===== src/design/bzi_pkg.sv =====
// Package for the block-zone interlock: zone, mode and command codes,
// the state and result structs, and the pre-station/ride release rules.
// No dependencies.
package bzi_pkg;

    localparam int ZoneW = 2;
    localparam int CmdW  = 2;
    localparam int ModeW = 3;

    typedef logic [ZoneW-1:0] zone_t;
    typedef logic [CmdW-1:0]  cmd_t;

    localparam zone_t Z_EMPTY    = 2'd0;
    localparam zone_t Z_ENTERING = 2'd1;
    localparam zone_t Z_ENTERED  = 2'd2;

    localparam cmd_t C_NONE     = 2'd0;
    localparam cmd_t C_STOP     = 2'd1;
    localparam cmd_t C_FWD      = 2'd2;
    localparam cmd_t C_ZERO     = 2'd3;
    localparam cmd_t C_REL_STOP = 2'd2;
    localparam cmd_t C_REL_GO   = 2'd3;

    typedef enum logic [ModeW-1:0] {
        M_STOP   = 3'd0,
        M_AUTO   = 3'd1,
        M_MANUAL = 3'd2,
        M_MAINT  = 3'd3,
        M_SAFE   = 3'd4
    } mode_t;

    // Persistent interlock state carried from one item to the next.
    typedef struct packed {
        mode_t mode;
        logic  release_flag;
    } state_t;

    typedef struct packed {
        cmd_t  lift_cmd;
        cmd_t  station_cmd;
        cmd_t  prestation_cmd;
        cmd_t  ride_cmd;
        logic  release_request;
        mode_t mode_now;
    } result_t;

    // Pre-station or ride rule while trains run (automatic and manual).
    function automatic cmd_t run_release(zone_t self_z, zone_t feeder_z, zone_t next_z);
        cmd_t c;
        if (self_z == Z_EMPTY && feeder_z == Z_ENTERED) c = C_REL_STOP;
        else if (self_z == Z_EMPTY) c = C_STOP;
        else if (self_z == Z_ENTERING) c = C_REL_STOP;
        else if (self_z == Z_ENTERED && next_z == Z_EMPTY) c = C_REL_GO;
        else if (self_z == Z_ENTERED) c = C_STOP;
        else c = C_NONE;
        return c;
    endfunction

    // Pre-station or ride rule while trains are brought to rest.
    function automatic cmd_t hold_release(zone_t self_z);
        cmd_t c;
        if (self_z == Z_EMPTY) c = C_STOP;
        else if (self_z == Z_ENTERING) c = C_REL_STOP;
        else c = C_NONE;
        return c;
    endfunction

endpackage


===== src/design/bzi_decide.sv =====
// Combinational decision logic of the block-zone interlock: mode update,
// per-zone command chains and the release flag update.
// Depends on bzi_pkg.
module bzi_decide (
    input  bzi_pkg::zone_t   lift_zone,
    input  bzi_pkg::zone_t   station_zone,
    input  bzi_pkg::zone_t   prestation_zone,
    input  bzi_pkg::zone_t   ride_zone,
    input  logic             mode_valid,
    input  logic [2:0]       mode_code,
    input  logic             release_granted,
    input  bzi_pkg::state_t  state_cur,
    output bzi_pkg::state_t  state_new,
    output bzi_pkg::result_t result
);

    bzi_pkg::mode_t mode;
    logic           flag_old;
    logic           flag;
    logic           manual;
    logic           may_leave;

    always_comb
    begin
        // Codes beyond return-to-safe carry no mode and are ignored.
        if (mode_valid && mode_code <= bzi_pkg::M_SAFE)
            mode = bzi_pkg::mode_t'(mode_code);
        else
            mode = state_cur.mode;

        flag_old  = state_cur.release_flag;
        flag      = flag_old;
        manual    = (mode == bzi_pkg::M_MANUAL);
        may_leave = !manual || flag_old;

        result = '0;
        result.mode_now = mode;

        unique case (mode) inside
            bzi_pkg::M_AUTO, bzi_pkg::M_MANUAL:
            begin
                if (lift_zone == bzi_pkg::Z_EMPTY && station_zone == bzi_pkg::Z_ENTERED
                    && may_leave)
                    result.lift_cmd = bzi_pkg::C_FWD;
                else if (lift_zone == bzi_pkg::Z_EMPTY)
                    result.lift_cmd = bzi_pkg::C_STOP;
                else if (lift_zone == bzi_pkg::Z_ENTERING)
                    result.lift_cmd = bzi_pkg::C_FWD;
                else if (lift_zone == bzi_pkg::Z_ENTERED && ride_zone == bzi_pkg::Z_EMPTY)
                    result.lift_cmd = bzi_pkg::C_FWD;
                else
                    result.lift_cmd = bzi_pkg::C_STOP;

                if (station_zone == bzi_pkg::Z_EMPTY && prestation_zone == bzi_pkg::Z_ENTERED)
                    result.station_cmd = bzi_pkg::C_FWD;
                else if (station_zone == bzi_pkg::Z_EMPTY)
                    result.station_cmd = bzi_pkg::C_STOP;
                else if (station_zone == bzi_pkg::Z_ENTERING)
                    result.station_cmd = bzi_pkg::C_FWD;
                else if (station_zone == bzi_pkg::Z_ENTERED && lift_zone == bzi_pkg::Z_EMPTY)
                begin
                    if (manual)
                    begin
                        // Ask the operator until a grant comes; the grant is latched.
                        if (!flag_old)
                        begin
                            result.release_request = 1'b1;
                            flag = release_granted;
                        end
                        result.station_cmd = flag ? bzi_pkg::C_FWD : bzi_pkg::C_STOP;
                    end
                    else
                    begin
                        result.station_cmd = bzi_pkg::C_FWD;
                    end
                end
                else if (station_zone == bzi_pkg::Z_ENTERED)
                begin
                    flag = 1'b0;
                    result.station_cmd = bzi_pkg::C_ZERO;
                end
                else
                begin
                    flag = 1'b0;
                    result.station_cmd = bzi_pkg::C_STOP;
                end

                result.prestation_cmd = bzi_pkg::run_release(prestation_zone, ride_zone,
                                                             station_zone);
                result.ride_cmd = bzi_pkg::run_release(ride_zone, lift_zone, prestation_zone);
            end
            bzi_pkg::M_STOP:
            begin
                result.lift_cmd       = bzi_pkg::C_STOP;
                result.station_cmd    = bzi_pkg::C_STOP;
                flag                  = 1'b0;
                result.prestation_cmd = bzi_pkg::hold_release(prestation_zone);
                result.ride_cmd       = bzi_pkg::hold_release(ride_zone);
            end
            bzi_pkg::M_SAFE:
            begin
                if (lift_zone == bzi_pkg::Z_EMPTY || lift_zone == bzi_pkg::Z_ENTERED)
                    result.lift_cmd = bzi_pkg::C_STOP;
                if (station_zone == bzi_pkg::Z_EMPTY)
                    result.station_cmd = bzi_pkg::C_STOP;
                else if (station_zone == bzi_pkg::Z_ENTERING)
                    result.station_cmd = bzi_pkg::C_FWD;
                else if (station_zone == bzi_pkg::Z_ENTERED)
                begin
                    flag = 1'b0;
                    result.station_cmd = bzi_pkg::C_ZERO;
                end
                result.prestation_cmd = bzi_pkg::hold_release(prestation_zone);
                result.ride_cmd       = bzi_pkg::hold_release(ride_zone);
            end
            default:
            begin
                // Maintenance: no commands, flag kept.
            end
        endcase

        state_new.mode         = mode;
        state_new.release_flag = flag;
    end

endmodule


===== src/design/block_zone_interlock.sv =====
// Block-zone interlock for a four-zone coaster: takes one zone tick per item
// and returns the zone commands through a registered output stage.
// Depends on bzi_pkg and bzi_decide.
//
// Each accepted tick produces exactly one registered result item. The decision
// is a single pass of shallow logic from the input ports into the result
// register, so a new tick is accepted every clock cycle as long as the result
// register is empty or being drained in the same cycle; the rate is one item
// per cycle, limited only by out_ready. The mode starts at stop after reset and
// the release flag starts clear.
module block_zone_interlock (
    input  logic                 clk,
    input  logic                 rst_n,
    input  logic                 in_valid,
    output logic                 in_ready,
    input  bzi_pkg::zone_t       lift_zone,
    input  bzi_pkg::zone_t       station_zone,
    input  bzi_pkg::zone_t       prestation_zone,
    input  bzi_pkg::zone_t       ride_zone,
    input  logic                 mode_valid,
    input  logic [2:0]           mode_code,
    input  logic                 release_granted,
    output logic                 out_valid,
    input  logic                 out_ready,
    output bzi_pkg::cmd_t        lift_cmd,
    output bzi_pkg::cmd_t        station_cmd,
    output bzi_pkg::cmd_t        prestation_cmd,
    output bzi_pkg::cmd_t        ride_cmd,
    output logic                 release_request,
    output logic [2:0]           mode_now
);

    bzi_pkg::state_t  state_reg;
    bzi_pkg::state_t  state_next;
    bzi_pkg::result_t result_reg;
    bzi_pkg::result_t result_next;
    logic             out_valid_reg;
    logic             in_accept;

    bzi_decide u_decide (
        .lift_zone       (lift_zone),
        .station_zone    (station_zone),
        .prestation_zone (prestation_zone),
        .ride_zone       (ride_zone),
        .mode_valid      (mode_valid),
        .mode_code       (mode_code),
        .release_granted (release_granted),
        .state_cur       (state_reg),
        .state_new       (state_next),
        .result          (result_next)
    );

    assign in_ready  = !out_valid_reg || out_ready;
    assign in_accept = in_valid && in_ready;

    always_ff @(posedge clk or negedge rst_n)
    begin
        if (!rst_n)
        begin
            state_reg.mode         <= bzi_pkg::M_STOP;
            state_reg.release_flag <= 1'b0;
            out_valid_reg          <= 1'b0;
        end
        else
        begin
            if (in_accept)
                state_reg <= state_next;
            if (in_accept)
                out_valid_reg <= 1'b1;
            else if (out_ready)
                out_valid_reg <= 1'b0;
        end
    end

    always_ff @(posedge clk)
    begin
        if (in_accept)
            result_reg <= result_next;
    end

    assign out_valid       = out_valid_reg;
    assign lift_cmd        = result_reg.lift_cmd;
    assign station_cmd     = result_reg.station_cmd;
    assign prestation_cmd  = result_reg.prestation_cmd;
    assign ride_cmd        = result_reg.ride_cmd;
    assign release_request = result_reg.release_request;
    assign mode_now        = result_reg.mode_now;

    // The operator is only asked in manual mode.
    a_req_manual: assert property (@(posedge clk) disable iff (!rst_n)
        out_valid && release_request |-> mode_now == bzi_pkg::M_MANUAL)
        else $error("release request outside manual mode");

    // Maintenance sends nothing to any zone.
    a_maint_quiet: assert property (@(posedge clk) disable iff (!rst_n)
        out_valid && mode_now == bzi_pkg::M_MAINT |->
            lift_cmd == bzi_pkg::C_NONE && station_cmd == bzi_pkg::C_NONE &&
            prestation_cmd == bzi_pkg::C_NONE && ride_cmd == bzi_pkg::C_NONE)
        else $error("command issued in maintenance mode");

    // Stop mode always leaves the release flag clear.
    a_stop_clears: assert property (@(posedge clk) disable iff (!rst_n)
        in_accept && state_next.mode == bzi_pkg::M_STOP |=> !state_reg.release_flag)
        else $error("release flag set after a stop tick");

    // The reported mode is the mode kept for the next tick.
    a_mode_track: assert property (@(posedge clk) disable iff (!rst_n)
        in_accept |=> out_valid && mode_now == state_reg.mode)
        else $error("reported mode differs from kept mode");

endmodule


===== config.mk =====
export PLATFORM = sky130hd
export DESIGN_NAME = block_zone_interlock
export DESIGN_NICKNAME = d
export VERILOG_FILES = /design/src/design/bzi_pkg.sv /design/src/design/bzi_decide.sv /design/src/design/block_zone_interlock.sv
export SDC_FILE = /design/constraint.sdc
export NUM_CORES = 1
export LEC_CHECK = 0
export BUFFER_PORTS_ARGS = -buffer_cell sky130_fd_sc_hd__buf_2
export CELL_PAD_IN_SITES_DETAIL_PLACEMENT = 1
export CELL_PAD_IN_SITES_GLOBAL_PLACEMENT = 1
export CORE_UTILIZATION = 35
export CTS_CLUSTER_DIAMETER = 150
export DETAILED_ROUTE_END_ITERATION = 7
export GPL_TIMING_DRIVEN = 0
export MAX_ROUTING_LAYER = met4
export PLACE_DENSITY_LB_ADDON = 0.1
export SYNTH_ARGS = -nofsm -noshare
export SYNTH_HDL_FRONTEND = slang
export SYNTH_SLANG_ARGS = --single-unit

===== constraint.sdc =====
create_clock -name clk -period 1.2 [get_ports clk]
set_input_delay 0.06 -clock clk [delete_from_list [all_inputs] [get_ports clk]]
set_output_delay 0.06 -clock clk [all_outputs]
set_load 0.01 [all_outputs]

---- Word level (Yosys, flattened, before mapping) ----
Cells that the tools add are included.
word-level totals
  output and inout bits ................... 14
  bits in registers ....................... 17
  logic and storage cells ................. 103
cells by class
  bitwise gates (word level) .............. 3
  equal/unequal tests ..................... 18
  mux-type cells .......................... 50
  order comparisons ....................... 1
  reductions and logical operators ........ 22
operator list
  operator            number
  $mux 2              26
  $pmux 8 s3          1
  $mux 1              21
  $ne 2x2->1 const B  5
  $reduce_and 9->1    1
  $eq 2x1->1 const B  4
  $eq 2x2->1 const B  4
  $logic_not 2->1     4
  $logic_and 1x1->1   7
  $reduce_or 6->1     1
  $eq 3x1->1 const B  1
  $eq 3x2->1 const B  1
  $eq 3x3->1 const B  1
  $le 3x3->1 const B  1
  $logic_not 3->1     1
  $logic_or 1x1->1    3
  $mux 3              1
  $ne 3x2->1 const B  1
  $not 1->1           3
  $pmux 1 s3          1
  $reduce_bool 3->1   1
  $logic_not 1->1     2
  $ne 2x1->1 const B  1
  $reduce_bool 2->1   1
  $reduce_or 2->1     1

---- Logic depth before layout (Yosys ltp) ----
  depth after elaboration ................. 17
  mapped depth ............................ 8
  gate-level depth less buffers ........... 7

---- Cells and area by module ----
A second synthesis with hierarchy kept.
second synthesis, totals
  cells, all modules ...................... 108
  area, all modules ....................... 1167.4 sq um
modules (own cells, without submodules)
  module                instances  area an instance (sq um)  sequential area each (sq um)  cells an instance
  bzi_decide            1          585.6                     0.0                           83
  block_zone_interlock  1          581.8                     485.5                         25

---- Least setup slack after synthesis ----
Ideal clock, no wire load.
  kind .................................... input-to-reg
  start point ............................. in station_zone[0]
  end point ............................... reg result_reg (netlist bit station_cmd[0]), data pin
  required time ........................... 933 ps
  cell stages on the path ................. 8
  slack ................................... -193 ps
  data arrival time ....................... 1126 ps
  cells stage by stage .................... inv_1 -> ha_1 -> nand2b_1 -> buf_2 -> or3_1 -> a21oi_1 -> or3_1 -> o211ai_1
RTL lines
  element               RTL line                    source
  start, declared       block_zone_interlock.sv:17  input bzi_pkg::zone_t station_zone,
  end signal, assigned  block_zone_interlock.sv:78  result_reg <= result_next;
  end, declared         block_zone_interlock.sv:35  bzi_pkg::result_t result_reg;

==> results list <==
- Result of the run: finished with violations
* Failing checks: setup timing
* Startpoint type of the worst setup path: register
- Routed len/inst: around 14 um
- Crit path required time: 1310 ps
* Commonest register cell after synthesis: sky130_fd_sc_hd__edfxtp_1
- Largest net degree at the start of global routing: 13
* Row Count: 20
- In the final timing run, aggregate negative setup slack is -2170 ps.
* Height of the die: 58.6 um
- The via count of the first global-routing pass was 1031.
* Relative area change from synthesis to final layout: 44.5%
- Final worst clock skew: a little over 3 ps
- For met2 alone, demand over resource in global routing was 0.317.
- Endpoint class of the critical path: register
* Grt total ovfl: 0
- Measured along the x axis, the die boundary spans 58.6 um.
- The detailed router finished its first iteration with 7 violations.
- Subtracting the final worst setup slack from the clock period gives 1470 ps.
- First drt pass iteration count: 4
- Clock latency on the worst-skew pair: 270 ps
- Placement Cell Area: 0.00136 mm2
* Fraction of the yosys area taken by sequential cells: 0.433
- The worst hold path belongs to the class primary input to register.
- The worst pin sits at a relative slew slack of 0.745.
- Largest cells by area after synthesis: sky130_fd_sc_hd__edfxtp_1 32%, sky130_fd_sc_hd__dfrtp_1 11%, sky130_fd_sc_hd__nand2b_1 5.0%
- The worst-case IR drop observed on VDD is 0.000351 V.
- The initial antenna violation count is 0.
* Cells after synthesis: 110
- Using the TritonRoute via totals, the vias-per-cell ratio works out to 5.08.
* Clock tree from TritonCTS: done
- Clk root buf: sky130_fd_sc_hd__clkbuf_4
* PwrDens: 1200 mW/mm2
* Routability cong.: 0.772
* Met1 usage in global routing: 0.242
* Synthesized Nets: 131
- Counting the fill cells in the layout gives roughly 350.
* Static Leakage: 0.675 nW
- Most area-hungry cell type in the Yosys netlist: sky130_fd_sc_hd__edfxtp_1
- The region available for standard cell placement spans between 0.003 and 0.004 mm2.
- Full die area: between 0.003 and 0.004 mm2
- Largest register FFs: 4
* Unrepaired setup endpoints after global routing: true
* Type of the worst setup path: register to register
- Slowest stage delay, CP: 450 ps
* Overall routed net length: about 2900 um
- Setup violations, final: 11
- In the routed design, unresolved DRC markers number 0.
- Post-synth EDFFs: 12
* Count of different cell masters after synthesis: 40
- Cells along the critical path: o22ai_4, xor2_4, nand2_4, o31ai_2
- Sequential cell area: 490 um2
* Wire length of the first global-routing pass: 4820 um
- Total I/O pin count: 31
* Clock buffers created by TritonCTS: 3
- The clock passes through at most 2 buffers.
- Clock transition time at the flip-flop clock pins of the worst setup and hold paths: 90 ps
- Average instance area after synthesis: 10.2 um2
* GRT Overall Usage: 0.190
* Number of synthesized register bits: 17
- Detailed placement finished with a half-perimeter wire length of 2150 um.
* Most numerous cell in the Yosys netlist: sky130_fd_sc_hd__edfxtp_1
* Crit path max-delay cell type: sky130_fd_sc_hd__dfrtp_2
- Of all flip-flops after synthesis, the portion carrying an async set or reset was 0.294.
* Vias after detailed routing: 1032
- Quantity of I/O buffers inserted on ports: 29
- Multi-input logic area: 699 um2
* Final Hold Vio Count: 0
- For this run, the number of Yosys warnings is 0.
* Most Used Layer, Global Route: met2
* Number of max-slew violations in the final report: 0
- Met3 Resource Use GR: 0.0110
* Diode count: 0
- The commonest cells after synthesis are 12 x sky130_fd_sc_hd__edfxtp_1, 9 x sky130_fd_sc_hd__nand2b_1, 8 x sky130_fd_sc_hd__a21oi_1, 8 x sky130_fd_sc_hd__nand2_1, 7 x sky130_fd_sc_hd__nor2_1.
* Share of the clock period used by the worst path: 1.23
- The finished cells cover 0.00162 mm2.
- In this run the cell area of the synthesized design comes to ~0.0011 mm2.
- Data on the critical path arrives at its endpoint at around 1600 ps.
- Maximum achievable frequency: 0.678 GHz
- In this run the number of H-tree levels came out at 1.
* Initial Util: 0.367
- In the final design database the tool counted ~180 nets.
- Actual slew at the worst max-slew pin: 380 ps
* Count of clock tree sinks: 17
* CP max FO: 4
- Share of cells above drive strength 1: 0.503
- Max-cap violations in this run came to 0.
- In the post-route analysis, the smallest setup slack over all paths is -275 ps.
* Area share of the largest cell type after synthesis: 0.321
- Once detail routing completed, the nets flagged for antenna violations numbered 0.
[cell type report]
class	instances	share of cell area
buffer	3	0.0147
clock buffer	4	0.0162
inverter	7	0.0193
multi-input combinational	83	0.432
sequential	17	0.303
tap	44	0.0340
timing repair buffer	45	0.181
[cells in the final DEF (no fill, tap or decap), types with 2 or more instances in the layout]
cell type                       synthesis  final
sky130_fd_sc_hd__buf_6                  1      4
sky130_fd_sc_hd__nand3_1                6      6
sky130_fd_sc_hd__or3_1                  4      4
sky130_fd_sc_hd__a21oi_1                8      3
sky130_fd_sc_hd__ha_1                   4      3
sky130_fd_sc_hd__clkbuf_4               0      3
sky130_fd_sc_hd__nand2b_1               9      8
sky130_fd_sc_hd__o21ai_0                6      6
sky130_fd_sc_hd__nand2_2                1      2
sky130_fd_sc_hd__o22ai_1                2      2
sky130_fd_sc_hd__inv_1                  6      3
sky130_fd_sc_hd__buf_4                  0     11
sky130_fd_sc_hd__a21oi_2                0      5
sky130_fd_sc_hd__o211ai_1               4      4
sky130_fd_sc_hd__buf_2                  2     30
sky130_fd_sc_hd__dfrtp_2                0      4
sky130_fd_sc_hd__nand2_1                8      6
sky130_fd_sc_hd__inv_2                  1      3
sky130_fd_sc_hd__nor2_1                 7      7
sky130_fd_sc_hd__edfxtp_1              12     12
sky130_fd_sc_hd__dlygate4sd3_1          0      2
[power breakdown]
part / internal [mW] / switching (mW)
registers: 0.738 / 0.0695
logic: 0.413 / 0.443
clock network: 0.129 / 0.152
[cell families (layout without fill, tap and decap cells)]
family | after synthesis | after routing | share of synthesized area
simple gates | 45 | 45 | 0.230
flops | 17 | 17 | 0.433
fa+ha+maj | 4 | 4 | 0.0446
compound gates | 33 | 33 | 0.235
buf+inv | 10 | 59 | 0.0424
xor+xnor | 1 | 1 | 0.0145
[worst paths after layout]
kind | endpoint | slack [ps] | startpoint | cells past startpoint
max | prestation_cmd[0] | -270 | state_reg[2] | 4
min | out_valid | 100 | out_ready | 3
max reg2reg | prestation_cmd[0] | -270 | state_reg[2] | 4
min reg2reg | out_valid | 550 | out_valid | 2
max in group asynchronous | state_reg[2] | 940 | rst_n | 2
min in group asynchronous | state_reg[3] | 120 | rst_n | 2
[per-layer routing]
layer / up-vias / wire [um]
met5: - / 0
met4: 0 / 41
met3: 4 / 75
met2: 26 / 1460
met1: 491 / 1310
li1: 511 / -
[timing repair]
item,4_1_cts,5_1_grt
hold buffers,2,0
buffers inserted,9,5
pin swaps,7,5
hold endpoints to repair,6,0
gates resized for setup,12,10
setup endpoints to repair,10,19
[critical path: cells and delay by family, from the launching register on]
family,cells,cell delay [ps]
simple gates,1,110
flops,1,450
xor+xnor,1,260
compound gates,2,500
[stage by stage]
stage / setup slack (ps) / power [mW] / util / cells / hold WS, ps
3_3_place_gp: -451 / 1.38 / 0.445 / 183 / -122
5_1_grt: -347 / 2.07 / 0.531 / 203 / 119
6_report: -275 / 1.95 / 0.531 / 203 / 98.7
3_5_place_dp: -510 / 1.40 / 0.445 / 183 / -119
2_1_floorplan: -128 / 1.20 / - / 110 / -236
4_1_cts: -279 / 1.85 / 0.504 / 198 / 98.2
(Power assumes the default switching activity.)
